===== config.mk =====
export PLATFORM = sky130hd
export DESIGN_NAME = ire_ram
export DESIGN_NICKNAME = d
export VERILOG_FILES = /design/src/design/ire_ram.sv
export SDC_FILE = /design/constraint.sdc
export NUM_CORES = 1
export LEC_CHECK = 0
export ABC_AREA = 1
export ABC_CLOCK_PERIOD_IN_PS = 3900
export BUFFER_PORTS_ARGS = -buffer_cell sky130_fd_sc_hd__buf_2
export CORE_MARGIN = 5
export CORE_UTILIZATION = 40
export DETAILED_ROUTE_END_ITERATION = 6
export PLACE_DENSITY = 0.68
export SLEW_MARGIN = 20
export SYNTH_ARGS = -nofsm -noshare
export SYNTH_HDL_FRONTEND = slang
export SYNTH_SLANG_ARGS = --single-unit
export TNS_END_PERCENT = 50

===== constraint.sdc =====
create_clock -name clk_i -period 3.9 [get_ports clk_i]
set_input_delay 0.195 -clock clk_i [delete_from_list [all_inputs] [get_ports clk_i]]
set_output_delay 0.195 -clock clk_i [all_outputs]
set_load 0.01 [all_outputs]

===== src/design/ire_ram.sv =====
// Generic single-port RAM with a registered read port.
// No dependencies.
`default_nettype none

module ire_ram #(
  parameter int WIDTH = 8,
  parameter int DEPTH = 16
) (
  input  wire logic                     clk_i,
  input  wire logic                     we_i,
  input  wire logic [$clog2(DEPTH)-1:0] addr_i,
  input  wire logic [WIDTH-1:0]         wdata_i,
  output logic      [WIDTH-1:0]         rdata_o
);

  logic [WIDTH-1:0] mem_q [DEPTH];

  always_ff @(posedge clk_i) begin
    if (we_i) begin
      mem_q[addr_i] <= wdata_i;
    end
    rdata_o <= mem_q[addr_i];
  end

endmodule

`default_nettype wire


# Yosys cells after proc, flatten, opt, wreduce, memory -nomap -nowiden
# Memories as Yosys holds them, arrays and structs flattened. A register that Yosys moved wholly into a read port is not among the register bits.
# Cells that the tools add are included.
[word_totals]
ff_bits = 0
out_inout_bits = 8
memories = 1
ram_bits = 128
word_cells = 3
[mem_list]
columns = ["name", "depth", "word_bits", "rd", "rd_clocked_by_memory_dff", "write_ports", "line", "rtl"]
rows = [
  ["mem_q", 16, 8, 1, 1, 1, "16", "logic [WIDTH-1:0] mem_q [DEPTH];"],
]
[op_classes]
muxes = 2
[ops]
columns = ["op", "count"]
rows = [
  ["1-bit two-way mux", 2],
]

# Logic depth before layout (Yosys ltp)
# Gate-level depths: netlist (run 1).
[depth]
depth_word = 2
mapped_depth = 11

# Worst setup path before layout (run 1)
# Ideal clock, no wire load.
[synth_timing]
path_type = "in2reg"
startpoint = "input port addr_i[1]"
endpoint = "memory mem_q[3][0] (enable)"
required_ns = 3.530
arrival_ns = 1.202
path_buffers = 2
path_slack_ns = 2.328
cell_stages = 4
path_cell_list = "buf_2 clkbuf_1 nand3_1 nor2_1"
[synth_lines]
columns = ["element", "line", "rtl"]
rows = [
  ["start: declaration", "11", "input wire logic [$clog2(DEPTH)-1:0] addr_i,"],
  ["end: declaration", "16", ""],
]
# No word-level cell before the write port.

# Final worst setup path (run 1)
[layout_timing]
startpoint = "input port addr_i[1]"
endpoint = "memory mem_q[1][0] (enable)"
# No word-level cell before the write port.

==> results_dict.tcl, run 1 <==
set metrics [dict create \
    synth-seq-area-share_pct 71.6 \
    antenna_found_initial 0 \
    rsz0062_at_grt "false" \
    grt_max_degree 64 \
    yosysMostFrequentCell "nand2_1" \
    vias 3635 \
    reg2reg_setup_slack_ps 2840 \
    overflow 0 \
    maxCapViolations 0 \
    syn_area_per_cell_um2 10.2 \
    yosys_most_used_dff "edfxtp_1" \
    synth.area.top_cells "edfxtp_1 69%, nand2_1 23%, dfxtp_1 2.9%, inv_1 1.4%, nor2_1 1.2%" \
    power_leakage_nw 2.72 \
    die_x_um 128 \
    fmax_mhz 623 \
    diodes 0 \
    fin_tns_setup_ps 0 \
    drc 0 \
    synth-async-reset-ratio_pct 0 \
    fin_skew_ps 7.62 \
    cts_htree_levels 4 \
    synth_top_area_cell "edfxtp_1" \
    ant_nets 0 \
    dr.first_iter.drc_count 230 \
    min_period_over_period_pct 41.2 \
    syn_inst 548 \
    worst_slack_ps 2290 \
    post_drt_via_cell_ratio 4.77 \
    initial_utilization_pct 40.6 \
    fin_crit_ps 1610 \
    die-area_mm2 0.0164 \
    pin_count 22 \
    clock-sinks 136 \
    syn-num-nets 562 \
    fin_nets 584 \
    drtPass1Iterations 5 \
    cts_resized 0 \
    synth_top_area_share_pct 68.7 \
    synth_area_mm2 0.00559 \
    placed_cell_area_mm2 0.00583 \
    cts.clk_slew.worst_paths_ps 60 \
    tightest_slew_ps 787 \
    yosys.cell_types.count 11 \
    hold_path.class "in2reg" \
    ys_seq_elements 136 \
    peakVddDrop_v 0.000473 \
    power_density_mw_per_mm2 530 \
    place_inst 731 \
    post_cts_buffers 0 \
    drive_gt1_share_pct 9.11 \
    finalMaxSlewViolations 0 \
    grt_pass1_vias 3706 \
    fp-row-count 43 \
    critPathLaunchType "input pin" \
    finalWeightedCongestion 0.886 \
    place_ws_ps 1830 \
    clk_path_buf_depth 2 \
    arrival_ps 1650 \
    drt-total-wl_um 11800 \
    post_drt_wl_per_cell_um 15.5 \
    yosysWarnings 0 \
    finalHoldViolCount 0 \
    grt_pass1_wl_um 19200 \
    ys_top_cells_by_count "346 x nand2_1, 128 x edfxtp_1, 21 x inv_1, 18 x nor2_1, 12 x buf_2" \
    cp.required_ps 3940 \
    cts_root_buf "clkbuf_16" \
    grt_use_total_pct 15.7 \
    port_buffers 21 \
    fin_util_pct 46.6 \
    fp.dieH_um 128 \
    dp_hpwl_um 7690 \
    core_mm2 0.0138 \
    criticalPathCategory "in2reg" \
    path_max_fanout 35 \
    synth_edf_count 128 \
    cts_buffers 17 \
    stdcell_area_mm2 0.00641 \
    holdBufCountCts 0 \
    area_growth_syn_to_layout_pct 14.7 \
    slew_headroom_pct 47.4 \
    fin_cells 762 \
    outcome "finished clean" \
    cts_tree "built" \
    setup_viol 0 \
    clock_latency_ps 420 \
    endpoint_kind "flip-flop" \
]
through the flow:
| stage | power [mW] | hold WS [ps] |
|---|---|---|
| after floorplan | 1.79 | 294 |
| after global placement | 1.86 | 599 |
| after detailed placement | 1.87 | 596 |
| after CTS | 3.43 | 194 |
| after global routing | 3.53 | 209 |
| final | 3.40 | 209 |
worst paths after layout:
kind | from | end | cells after the start
max | addr_i[1] | mem_q[1][0] | 4
min | wdata_i[6] | mem_q[0][6] | 1
min reg2reg | mem_q[10][4] | rdata_o[4] | 8
max reg2reg | mem_q[4][3] | rdata_o[3] | 8
cells by family after synthesis:
| group | Yosys count | synth area share, % |
|---|---|---|
| buffers and inverters | 44 | 3.62 |
| DFF | 136 | 71.6 |
| and+or+nand+nor | 368 | 24.8 |
layer usage:
| layer | routed length, um | share of wire (%) | global-route usage [%] |
|---|---|---|---|
| met5 | 0 | 0 | 0 |
| met4 | 318 | 2.7 | 7.37 |
| met3 | 796 | 6.7 | 4.46 |
| met2 | 5620 | 48 | 25.1 |
| met1 | 5070 | 43 | 19.8 |
cell usage in the layout, fill, tap and decap left out:
| cell type | count |
|---|---|
| clkinv_2 | 3 |
| inv_1 | 21 |
| nand2_1 | 346 |
| buf_4 | 3 |
| nand3_1 | 4 |
| edfxtp_1 | 128 |
| bufinv_16 | 3 |
| clkbuf_16 | 17 |
| inv_6 | 1 |
| clkinvlp_4 | 2 |
| clkinv_1 | 4 |
| buf_2 | 21 |
| inv_2 | 1 |
| clkinv_4 | 2 |
| dfxtp_1 | 8 |
| nor2_1 | 18 |
critical path, cell delays in order:
cell,delay [ps]
buf_2,290
clkinv_1,260
nand3_1,220
nor2_1,670
flip-flops by register name, indices dropped and copies added, names as in the netlist:
signal,flops
mem_q,128
rdata_o,8
cell type report:
class,instances,area [um2]
clock buffers,17,425
inverters,23,86.3
flip-flops and latches,136,4000
fillers,1304,7360
repair buffers,24,128
multi-input cells,368,1390
well taps,180,225
clock inverters,14,158
report_power, final:
group	internal, mW	total, mW	switching, mW
Combinational	0.0495	0.191	0.141
Sequential	1.63	1.64	0.00842
Clock	0.992	1.57	0.575
Total	2.68	3.40	0.724
Note: power is estimated with default switching activity, not from simulation.
==> inputs of run 2 (changes only) <==
--- a/config.mk
+++ b/config.mk
@@ -6,7 +6,7 @@
 export NUM_CORES = 1
 export LEC_CHECK = 0
 export ABC_AREA = 1
-export ABC_CLOCK_PERIOD_IN_PS = 3900
+export ABC_CLOCK_PERIOD_IN_PS = 1520
 export BUFFER_PORTS_ARGS = -buffer_cell sky130_fd_sc_hd__buf_2
 export CORE_MARGIN = 5
 export CORE_UTILIZATION = 40
==> constraint.sdc (replaced) <==
create_clock -name clk_i -period 1.52 [get_ports clk_i]
set_input_delay 0.076 -clock clk_i [delete_from_list [all_inputs] [get_ports clk_i]]
set_output_delay 0.076 -clock clk_i [all_outputs]
set_load 0.01 [all_outputs]
==> run 2 against run 1 <==
  * Wire length grew 1.4%
  * Worst hold slack lost 110 ps
  * Total power grew to 2.5 times the previous value
  * Global-route usage is essentially flat
  * Clock power grew 140%
  * Design area grew 2.5%
  * Via count grew 1.5%
  * Non-clock buffer count grew 24
  * Critical path type is now reg2reg
  * Largest cell class unchanged
==> results_dict.tcl, run 2 (synthesized netlist as in run 1, its figures left out) <==
set metrics [dict create \
    diodes 0 \
    pin_count 22 \
    cp_slowest_cell "edfxtp_1" \
    grt_pass1_wl_um 19600 \
    path_max_fanout 1 \
    min_path_cells 1 \
    ant_nets 0 \
    clock-sinks 136 \
    holdBufCountCts 0 \
    total_power_mw 8.52 \
    cts_resized 0 \
    cts_buffers 17 \
    finalWeightedCongestion 0.902 \
    fillCellCount 1281 \
    fp.dieH_um 128 \
    rsz0062_at_grt "false" \
    grt_use_total_pct 15.7 \
    reg2reg_setup_slack_ps 500 \
    overflow 0 \
    port_buffers 21 \
    clk_path_buf_depth 2 \
    arrival_ps 1320 \
    path_delay_family "simple AND/OR/NAND/NOR gates" \
    post_drt_wl_per_cell_um 15.2 \
    grt_max_degree 33 \
    core_mm2 0.0138 \
    dr.first_iter.drc_count 321 \
    drc 0 \
    use_met3_pct 4.17 \
    r2r_cells 8 \
    cts_htree_levels 4 \
    slew_headroom_pct 73.7 \
    peakVddDrop_v 0.000734 \
    cp.required_ps 1820 \
    fmax_mhz 983 \
    critPathBufInv 1 \
    min_period_over_period_pct 66.9 \
    finalMaxSlewViolations 0 \
    multi_input_area_mm2 0.00139 \
    power_density_mw_per_mm2 1300 \
    vias 3691 \
    fin_tns_setup_ps 0 \
    cts_tree "built" \
    final_cell_mix "346 x nand2_1, 128 x edfxtp_1, 26 x buf_4" \
    die_x_um 128 \
    cp_common_cell "nand2_1" \
    antenna_found_initial 1 \
    power_leakage_nw 2.83 \
    fin_nets 608 \
    r2r_start "mem_q[4][0]" \
    cts.clk_slew.worst_paths_ps 60 \
    grt_util_met1_pct 20.7 \
    fin_crit_ps 1020 \
    worstHoldStart "wdata_i[5]" \
    post_drt_via_cell_ratio 4.69 \
    drive_gt1_share_pct 12.9 \
    largestRegisters "mem_q: 128 flops, rdata_o: 8 flops" \
    die-area_mm2 0.0164 \
    grt_pass1_vias 3693 \
    regArea_mm2 0.00400 \
    crit_path_cell_trace "nand2_1 > nand2_1 > nand2_1 > nand2_1 > nand2_1 > nand2_1 > inv_1 > nand2_1" \
    busiest_layer "met2" \
    criticalPathCategory "reg2reg" \
    fin_skew_ps 6.29 \
    dp_hpwl_um 7890 \
    r2r_end "rdata_o[0]" \
    tightest_slew_ps 395 \
    clock_latency_ps 410 \
    drtPass1Iterations 5 \
    maxCapViolations 0 \
    slowest_delay_ps 370 \
    critPathLaunchType "flip-flop" \
    cts_root_buf "clkbuf_16" \
    largest_reg_flops 128 \
    layout_commonest_cell "nand2_1" \
    use_met2_pct 25.1 \
    area_growth_syn_to_layout_pct 17.6 \
    initial_utilization_pct 40.6 \
    post_cts_buffers 0 \
    setup_viol 0 \
    endpoint_kind "flip-flop" \
    finalHoldViolCount 0 \
    largest-register "mem_q" \
    hold_path.class "in2reg" \
    holdPathEnd "mem_q[7][5]" \
    drt-total-wl_um 12000 \
    outcome "finished clean" \
    fp-row-count 43 \
]
==> run 2: cell count changes in the layout (fill, tap and decap cells not counted) <==
cell / before / now
clkinv_2: 3 / 1
inv_6: 1 / 3
buf_12: 0 / 1
bufinv_16: 3 / 1
clkinvlp_4: 2 / 5
buf_4: 3 / 26
==> run 2: cell type report <==
cell class              count  share of cell area (%)
clock buffers              17                    6.47
clock inverters            15                    1.94
inverters                  23                    1.31
multi-input cells         368                    21.1
flip-flops and latches    136                    60.9
well taps                 180                    3.43
repair buffers             48                    4.87
==> run 2: where the power goes <==
| part | leakage, nW | total, mW | internal [mW] | switching [mW] |
|---|---|---|---|---|
| logic | 1.35 | 0.516 | 0.152 | 0.364 |
| registers | 1.22 | 4.22 | 4.19 | 0.0272 |
| clock network | 0.255 | 3.78 | 2.24 | 1.54 |
==> run 2: worst max path at each step <==
stage | startpoint | endpoint | slack (ps) | depth (start not counted)
after detailed placement | addr_i[1] | mem_q[2][2] | 250 | 5
after global placement | addr_i[0] | mem_q[10][3] | 270 | 5
after global routing | mem_q[4][7] | rdata_o[7] | 410 | 8
final | mem_q[4][0] | rdata_o[0] | 500 | 8
after CTS | mem_q[5][0] | rdata_o[0] | 490 | 8
after floorplan | addr_i[1] | mem_q[3][0] | 70 | 4
==> run 2: layer usage <==
metal	up-vias	wire, um
li1	1841	-
met1	1715	5360
met2	116	5730
met5	-	7
met3	17	619
met4	2	262
==> run 2: through the flow <==
stage                     setup slack (ps)  std cells  cell area [um2]  hold WS (ps)  utilization (%)
after global routing                   414        787             6580          89.0             47.7
final                                  503        787             6580          98.0             47.7
after global placement                 272        755             6020           474             43.7
after CTS                              488        787             6580          98.1             47.7
after floorplan                       66.8        548             5590           175                -
after detailed placement               251        755             6020           478             43.7
