## src/design/ire_pkg.sv

```systemverilog
// Package for the interval range evaluator: widths, request types,
// operation and status codes, and saturating helpers. No dependencies.
`default_nettype none

package ire_pkg;

  localparam int EDGE_COUNT = 1024;
  localparam int EDGE_W     = $clog2(EDGE_COUNT);
  localparam int VALUE_W    = 48;
  localparam int FRAC_BITS  = 16;
  localparam int DIGIT_W    = 16;
  localparam int DIGITS     = VALUE_W / DIGIT_W;
  localparam int NUM_W      = VALUE_W + FRAC_BITS;
  localparam int ENTRY_W    = 2 * VALUE_W;

  typedef logic signed [VALUE_W-1:0] val_t;

  localparam val_t VMAX = {1'b0, {(VALUE_W-1){1'b1}}};
  localparam val_t VMIN = {1'b1, {(VALUE_W-1){1'b0}}};

  localparam logic [3:0] MODE_CONST  = 4'd0;
  localparam logic [3:0] MODE_INPUT  = 4'd1;
  localparam logic [3:0] MODE_ADD    = 4'd2;
  localparam logic [3:0] MODE_SUB    = 4'd3;
  localparam logic [3:0] MODE_MUL    = 4'd4;
  localparam logic [3:0] MODE_DIV    = 4'd5;
  localparam logic [3:0] MODE_SHL    = 4'd6;
  localparam logic [3:0] MODE_SHR    = 4'd7;
  localparam logic [3:0] MODE_ASSIGN = 4'd8;
  localparam logic [3:0] MODE_READ   = 4'd9;

  typedef enum logic [1:0] {
    ST_OK   = 2'd0,
    ST_SAT  = 2'd1,
    ST_DIVZ = 2'd2
  } status_e;

  typedef struct packed {
    logic [3:0]        mode;
    logic [EDGE_W-1:0] left_edge;
    logic [EDGE_W-1:0] right_edge;
    logic [EDGE_W-1:0] dest_edge;
    logic              left_is_const;
    logic              right_is_const;
    val_t              left_const;
    val_t              right_const;
    logic [5:0]        shift_amount;
    val_t              input_lo;
    val_t              input_hi;
  } ire_in_t;

  typedef struct packed {
    val_t       result_lo;
    val_t       result_hi;
    logic [1:0] status;
  } ire_out_t;

  typedef struct packed {
    val_t hi;
    val_t lo;
  } ival_t;

  typedef struct packed {
    logic sat;
    val_t v;
  } sat_t;

  typedef struct packed {
    logic start;
    logic is_div;
  } md_cmd_t;

  typedef struct packed {
    logic done;
    logic sat;
    val_t value;
  } md_rsp_t;

  // Clamp a sum or difference that carries one extra bit.
  function automatic sat_t sat_wide(logic signed [VALUE_W:0] s);
    sat_t r;
    r.sat = (s[VALUE_W] != s[VALUE_W-1]);
    r.v   = r.sat ? (s[VALUE_W] ? VMIN : VMAX) : s[VALUE_W-1:0];
    return r;
  endfunction

  function automatic sat_t shl_sat(val_t a, logic [5:0] s);
    logic signed [2*VALUE_W-1:0] w;
    sat_t r;
    w     = {{VALUE_W{a[VALUE_W-1]}}, a} <<< s;
    r.sat = (a != '0) && ((s >= 6'(VALUE_W)) ||
            (w[2*VALUE_W-1:VALUE_W-1] != {(VALUE_W+1){a[VALUE_W-1]}}));
    r.v   = r.sat ? (a[VALUE_W-1] ? VMIN : VMAX) : w[VALUE_W-1:0];
    return r;
  endfunction

endpackage

`default_nettype wire

```

## src/design/ire_muldiv.sv

```systemverilog
// Shared iterative unit: one fixed-point multiply or divide corner at a time.
// Depends on ire_pkg.
`default_nettype none

module ire_muldiv
  import ire_pkg::*;
(
  input  wire logic    clk_i,
  input  wire logic    rst_ni,
  input  wire md_cmd_t cmd_i,
  input  wire val_t    a_i,
  input  wire val_t    b_i,
  output md_rsp_t      rsp_o
);

  logic                     busy_q, fin_q, div_q, neg_q;
  logic [VALUE_W-1:0]       x_q, y_q, rem_q;
  logic [2*VALUE_W-1:0]     acc_q;
  logic [NUM_W-1:0]         n_q, q_q;
  logic [5:0]               cnt_q;
  logic [5:0]               last;
  logic [VALUE_W+DIGIT_W-1:0] prod;
  logic [VALUE_W:0]         trial;
  logic [VALUE_W-1:0]       mag_a, mag_b;
  logic [2*VALUE_W-1:0]     mag_full, lim;

  assign mag_a = a_i[VALUE_W-1] ? (~a_i + 1'b1) : a_i;
  assign mag_b = b_i[VALUE_W-1] ? (~b_i + 1'b1) : b_i;
  assign last  = div_q ? 6'(NUM_W - 1) : 6'(DIGITS - 1);
  assign prod  = x_q * y_q[VALUE_W-1 -: DIGIT_W];
  assign trial = {rem_q, n_q[NUM_W-1]} - {1'b0, y_q};

  always_ff @(posedge clk_i or negedge rst_ni) begin
    if (!rst_ni) begin
      busy_q <= 1'b0;
      fin_q  <= 1'b0;
    end else begin
      fin_q <= 1'b0;
      if (cmd_i.start) begin
        busy_q <= 1'b1;
      end else if (busy_q && cnt_q == last) begin
        busy_q <= 1'b0;
        fin_q  <= 1'b1;
      end
    end
  end

  always_ff @(posedge clk_i) begin
    if (cmd_i.start) begin
      div_q <= cmd_i.is_div;
      neg_q <= a_i[VALUE_W-1] ^ b_i[VALUE_W-1];
      x_q   <= mag_a;
      y_q   <= mag_b;
      acc_q <= '0;
      n_q   <= {mag_a, {FRAC_BITS{1'b0}}};
      q_q   <= '0;
      rem_q <= '0;
      cnt_q <= '0;
    end else if (busy_q) begin
      cnt_q <= cnt_q + 6'd1;
      if (div_q) begin
        n_q <= {n_q[NUM_W-2:0], 1'b0};
        if (!trial[VALUE_W]) begin
          rem_q <= trial[VALUE_W-1:0];
          q_q   <= {q_q[NUM_W-2:0], 1'b1};
        end else begin
          rem_q <= {rem_q[VALUE_W-2:0], n_q[NUM_W-1]};
          q_q   <= {q_q[NUM_W-2:0], 1'b0};
        end
      end else begin
        acc_q <= {acc_q[2*VALUE_W-DIGIT_W-1:0], {DIGIT_W{1'b0}}}
               + {{(VALUE_W-DIGIT_W){1'b0}}, prod};
        y_q   <= {y_q[VALUE_W-DIGIT_W-1:0], {DIGIT_W{1'b0}}};
      end
    end
  end

  // Magnitude of the truncated result, then sign and saturation.
  assign mag_full = div_q ? {{(2*VALUE_W-NUM_W){1'b0}}, q_q} : (acc_q >> FRAC_BITS);
  assign lim      = neg_q ? {{VALUE_W{1'b0}}, 1'b1, {(VALUE_W-1){1'b0}}}
                          : {{(VALUE_W+1){1'b0}}, {(VALUE_W-1){1'b1}}};

  always_comb begin
    rsp_o.done = fin_q;
    rsp_o.sat  = (mag_full > lim);
    if (rsp_o.sat) begin
      rsp_o.value = neg_q ? VMIN : VMAX;
    end else if (neg_q) begin
      rsp_o.value = ~mag_full[VALUE_W-1:0] + 1'b1;
    end else begin
      rsp_o.value = mag_full[VALUE_W-1:0];
    end
  end

endmodule

`default_nettype wire

```

## config.mk

```make
export PLATFORM = sky130hd
export DESIGN_NAME = ire_muldiv
export DESIGN_NICKNAME = d
export VERILOG_FILES = /design/src/design/ire_pkg.sv /design/src/design/ire_muldiv.sv
export SDC_FILE = /design/constraint.sdc
export NUM_CORES = 2
export LEC_CHECK = 0
export ABC_CLOCK_PERIOD_IN_PS = 10800
export BUFFER_PORTS_ARGS = -buffer_cell sky130_fd_sc_hd__buf_2
export CORE_MARGIN = 5
export CORE_UTILIZATION = 48
export CTS_CLUSTER_SIZE = 16
export DETAILED_ROUTE_END_ITERATION = 12
export HOLD_SLACK_MARGIN = 0.06
export SLEW_MARGIN = 20
export SYNTH_ARGS = -nofsm -noshare
export SYNTH_HDL_FRONTEND = slang
export SYNTH_SLANG_ARGS = --single-unit
export TNS_END_PERCENT = 1
```

## constraint.sdc

```tcl
create_clock -name clk_i -period 10.8 [get_ports clk_i]
set_clock_uncertainty 0.1 [all_clocks]
set_input_delay 1.62 -clock clk_i [delete_from_list [all_inputs] [get_ports clk_i]]
set_output_delay 1.62 -clock clk_i [all_outputs]
set_load 0.05 [all_outputs]
```

# Yosys cells after proc, flatten, opt, wreduce, memory -nomap -nowiden
# Index checks and enable logic that the tools add are counted.
# totals
reg_bits,362
input_bits,100
elab_cells,54
# classes
addsub,6
n_mul,1
n_lt_le_gt_ge,1
eq_ne,2
mux,20
bitwise,5
n_reduce_logical,8
# ops
op,n
two-way mux 48 bit,10
two-way mux 64 bit,3
"adder 48 x 1 -> 48 bit, second input constant",3
NOT 48 bit,3
adder 96 x 64 -> 96 bit,1
greater-than comparator 80 x 48 -> 1 bit,1
two-way mux 80 bit,1
multiplier 48 x 16 -> 64 bit,1
subtractor 49 x 48 -> 49 bit,1
AND reduction 2 bit,4
"adder 6 x 1 -> 6 bit, second input constant",1
equality test 6 bit,1
two-way mux 6 bit,1
nonzero test 2 bit,3
two-way mux 1 bit,5
"!= test 2 bit, second input constant",1
logical AND 1 bit,1
NOT 1 bit,1
bitwise XOR 1 bit,1

# Depth between registers and ports, before layout
# depth
ltp_word,5
ltp_mapped,27

# Least setup slack after synthesis
# Ideal clock, no wire load.
# synth_path
path_type,register -> output
startpoint,register div_q
endpoint,output rsp_o[21] (netlist name)
arrival_ns,5.762
required_ns,9.080
setup_slack_ns,3.318
path_stages_with_launch,19
path_cell_list,edfxtp_1 buf_4 buf_4 buf_2 buf_2 buf_2 buf_1 clkbuf_1 mux2_2 ha_1 nand3_1 or4_1 or2_1 or3_1 o21ai_1 buf_2 inv_1 clkbuf_1 o21ai_0
# synth_lines
element,line_no,rtl
from (decl),ire_muldiv.sv:16,"logic busy_q, fin_q, div_q, neg_q;"
from (signal assigned),ire_muldiv.sv:50,div_q <= cmd_i.is_div;
to (decl),ire_muldiv.sv:13,output md_rsp_t rsp_o

# Final worst setup path
# layout_path
startpoint,register y_q[33]
endpoint,register acc_q[82]
# layout_via
elab_chain_cells,2
# layout_lines
element,line_no,rtl
from (decl),ire_muldiv.sv:17,"logic [VALUE_W-1:0] x_q, y_q, rem_q;"
from (signal assigned),ire_muldiv.sv:53,y_q <= mag_b;
from (signal assigned),ire_muldiv.sv:73,"y_q <= {y_q[VALUE_W-DIGIT_W-1:0], {DIGIT_W{1'b0}}};"
multiplier 48 x 16 -> 64 bit,ire_muldiv.sv:30,assign prod = x_q * y_q[VALUE_W-1 -: DIGIT_W];
adder 96 x 64 -> 96 bit,ire_muldiv.sv:72,"+ {{(VALUE_W-DIGIT_W){1'b0}}, prod};"
to (signal assigned),ire_muldiv.sv:71,"acc_q <= {acc_q[2*VALUE_W-DIGIT_W-1:0], {DIGIT_W{1'b0}}}"
to (decl),ire_muldiv.sv:18,logic [2*VALUE_W-1:0] acc_q;
# Every way passes these cells.
# A chain may end at the register's enable or synchronous reset.

==> impl_metrics.toml <==
[global_route]
use_met2_pct = 43.34
grt_pass1_wl_mm = 221.3
use_met1_pct = 36.41
track_usage_pct = 26.18
grt_max_degree = 98
first_global_vias = 38620
grtUsageMet3_pct = 2.980
grt_remaining_overflow = 0
antenna_found_initial = 3
busiest_layer = "met2"

[timing]
worst_slack_ps = 2132
rsz0062_at_grt = "no"
setup_viol = 0
maxSlewViolCount = 0
tns_ps = 0
fin_crit_ps = 8668
final_hold_viol_count = 0
slew_headroom_pct = 19.76
finalCritPeriodShare_pct = 80.26
max_freq_ghz = 0.1154
worst_pin_slew_ps = 1204

[route]
first_pass_iters = 5
wl_mm = 138.2
via_count = 37740
drt.antenna.violating_nets = 0
drc = 0
initialDrtViolationCount = 2753
vias_per_cell = 5.604
routedWlPerCell_um = 20.52

[logic_synthesis]
synthTopCellsByArea = "fa_1, edfxtp_1, dfxtp_1, inv_1, ha_1"
synthesis.instances = 5466
synthArstFlopShare_pct = 0.5525
synth_largest_area_cell = "fa_1"
synth_edf_count = 146
ys_ff_latch = 362
synth.yosys.seq_area_share_pct = 18.26
ys_types = 108
ys_top_cells_by_count = "inv_1, nand2_1, fa_1"
synth-warning-count = 0
synth_nets = 6509
synth_flop_cell = "dfxtp_1"
avgSynthCellArea_sq_um = 8.737
yosysTopAreaCellShare_pct = 28.97
syn_area_sq_um = 47760
synth_most_common_cell = "inv_1"

[clocking]
clk_latency_ps = 630
cts_resized = 0
cts_tree = "done"
htreeDepth = 2
path_clk_slew_ps = 70
cts-root-buf = "clkbuf_16"
cts.sinks = 362
cts_buffers = 45
clk_path_buf_depth = 3
cts_setup_buffers = 0
cts_hold_buffers = 0

[worst_setup_path]
arrival_ps = 9100
startpoint_type = "register"
r2r_end = "acc_q[82]"
end_kind = "register"
r2r-start = "y_q[33]"
required_ps = 11240
path_class = "register to register"
reg2regPathDepth = 22
crit_fanout = 27
r2r_slack_ps = 2130

[run]
max-cap-violations = 0

[placement]
gp_congestion = 0.9489
port_buffers = 149
dp_slack_ps = 2349
dpl.hpwl_mm = 107.0

[worst_hold_path]
hold_class = "register to register"
hold_end = "acc_q[11]"
min_path_cells = 2
worstHoldStart = "acc_q[11]"

[layout]
fillers = 9431
syn_to_final_growth_pct = 6.547
n_antenna_cell = 0
drive_gt1_share_pct = 7.454
finalNetCount = 6454

[floorplan]
die_h_um = 325.4
die_area_sq_um = 105900
ioPinCount = 150
die_x_um = 325.4
core_sq_um = 98560
row_count = 115
start_util_pct = 48.45

[status]
outcome = "finished, final reports clean"
==> worst max-delay path by stage <==
| stage | start | to | slack [ps] | cells past startpoint |
|---|---|---|---|---|
| after floorplan | div_q | rsp_o[21] | 3320 | 18 |
| after global placement | y_q[33] | acc_q[82] | 2420 | 22 |
| after detailed placement | y_q[35] | acc_q[84] | 2350 | 22 |
| after CTS | y_q[35] | acc_q[84] | 2300 | 22 |
| after global routing | y_q[33] | acc_q[78] | 1670 | 22 |
| final | y_q[33] | acc_q[82] | 2130 | 22 |
==> cells in the final DEF (no fill, tap or decap), types with 21 or more instances in the layout <==
master / instances
o21ai_0: 238
clkbuf_16: 45
a21oi_1: 249
nor4_1: 30
fa_1: 691
dfxtp_1: 214
and2_1: 288
o31ai_1: 31
or3_1: 30
xnor2_1: 133
o21a_1: 24
mux2i_1: 76
a22o_1: 68
buf_4: 39
nand2_1: 831
ha_1: 252
inv_1: 953
a31oi_1: 31
o211ai_1: 21
nand4_1: 62
mux2_2: 62
a21o_1: 91
nor2_1: 159
nand2b_1: 21
xor2_1: 90
nand3_1: 37
buf_2: 148
edfxtp_1: 146
nor3_1: 34
==> worst max-delay path, stage by stage (launching register included) <==
cell and delay (ps):
edfxtp_1 1010, buf_4 470, nand2_1 120, fa_1 530, fa_1 430, fa_1 510, inv_1 50, fa_1 460
fa_1 550, inv_1 70, fa_1 540, inv_1 40, ha_1 410, a21oi_1 280, o21ai_0 190, a221oi_1 330
o31ai_1 260, o21ai_0 860, nand3_1 220, a21oi_1 570, nor3_1 150, xnor2_1 150, a211oi_1 210
==> metrics by stage <==
step | instance area (sq um) | utilization (%) | hold slack, ps | instances
2_1_floorplan | 47760 | - | 325.9 | 5466
3_5_place_dp | 49310 | 50.03 | 343.8 | 6651
6_report | 50880 | 51.62 | 348.4 | 6734
3_3_place_gp | 49310 | 50.03 | 334.4 | 6651
4_1_cts | 50880 | 51.62 | 352.8 | 6734
5_1_grt | 50880 | 51.62 | 380.9 | 6734
==> final cells by class <==
type                    instances  area [sq um]  share of cell area, %
well taps                    1287          1610                  3.165
inverters                     955          3586                  7.047
repair buffers                189          1067                  2.098
multi-input cells            3858         34330                  67.46
clock inverters                34         402.9                 0.7918
flip-flops and latches        362          8718                  17.13
clock buffers                  49          1171                  2.302
==> sequential cells by signal, summed over array words and instances (netlist names) <==
register	cells
x_q	48
cnt_q	6
neg_q	1
fin_q	1
y_q	48
busy_q	1
div_q	1
q_q	64
acc_q	96
rem_q	48
n_q	48
==> metal layers <==
metal | up-vias | share of wire (%)
met5 | - | 0.0094
met4 | 2 | 3.6
met3 | 226 | 5.5
met2 | 1054 | 47
met1 | 19000 | 44
li1 | 17450 | -
==> kinds of logic after synthesis <==
kind of cell,count (synthesis),synth area share (%)
buf+inv,1246,9.964
compound gates,929,12.59
mux,138,3.055
fa+ha+maj,943,35.57
simple gates,1624,16.44
xor+xnor,224,4.124
flops,362,18.26
Power is not shown: default switching activity piles up to over one toggle a cycle in this logic, so the estimate is an artifact.
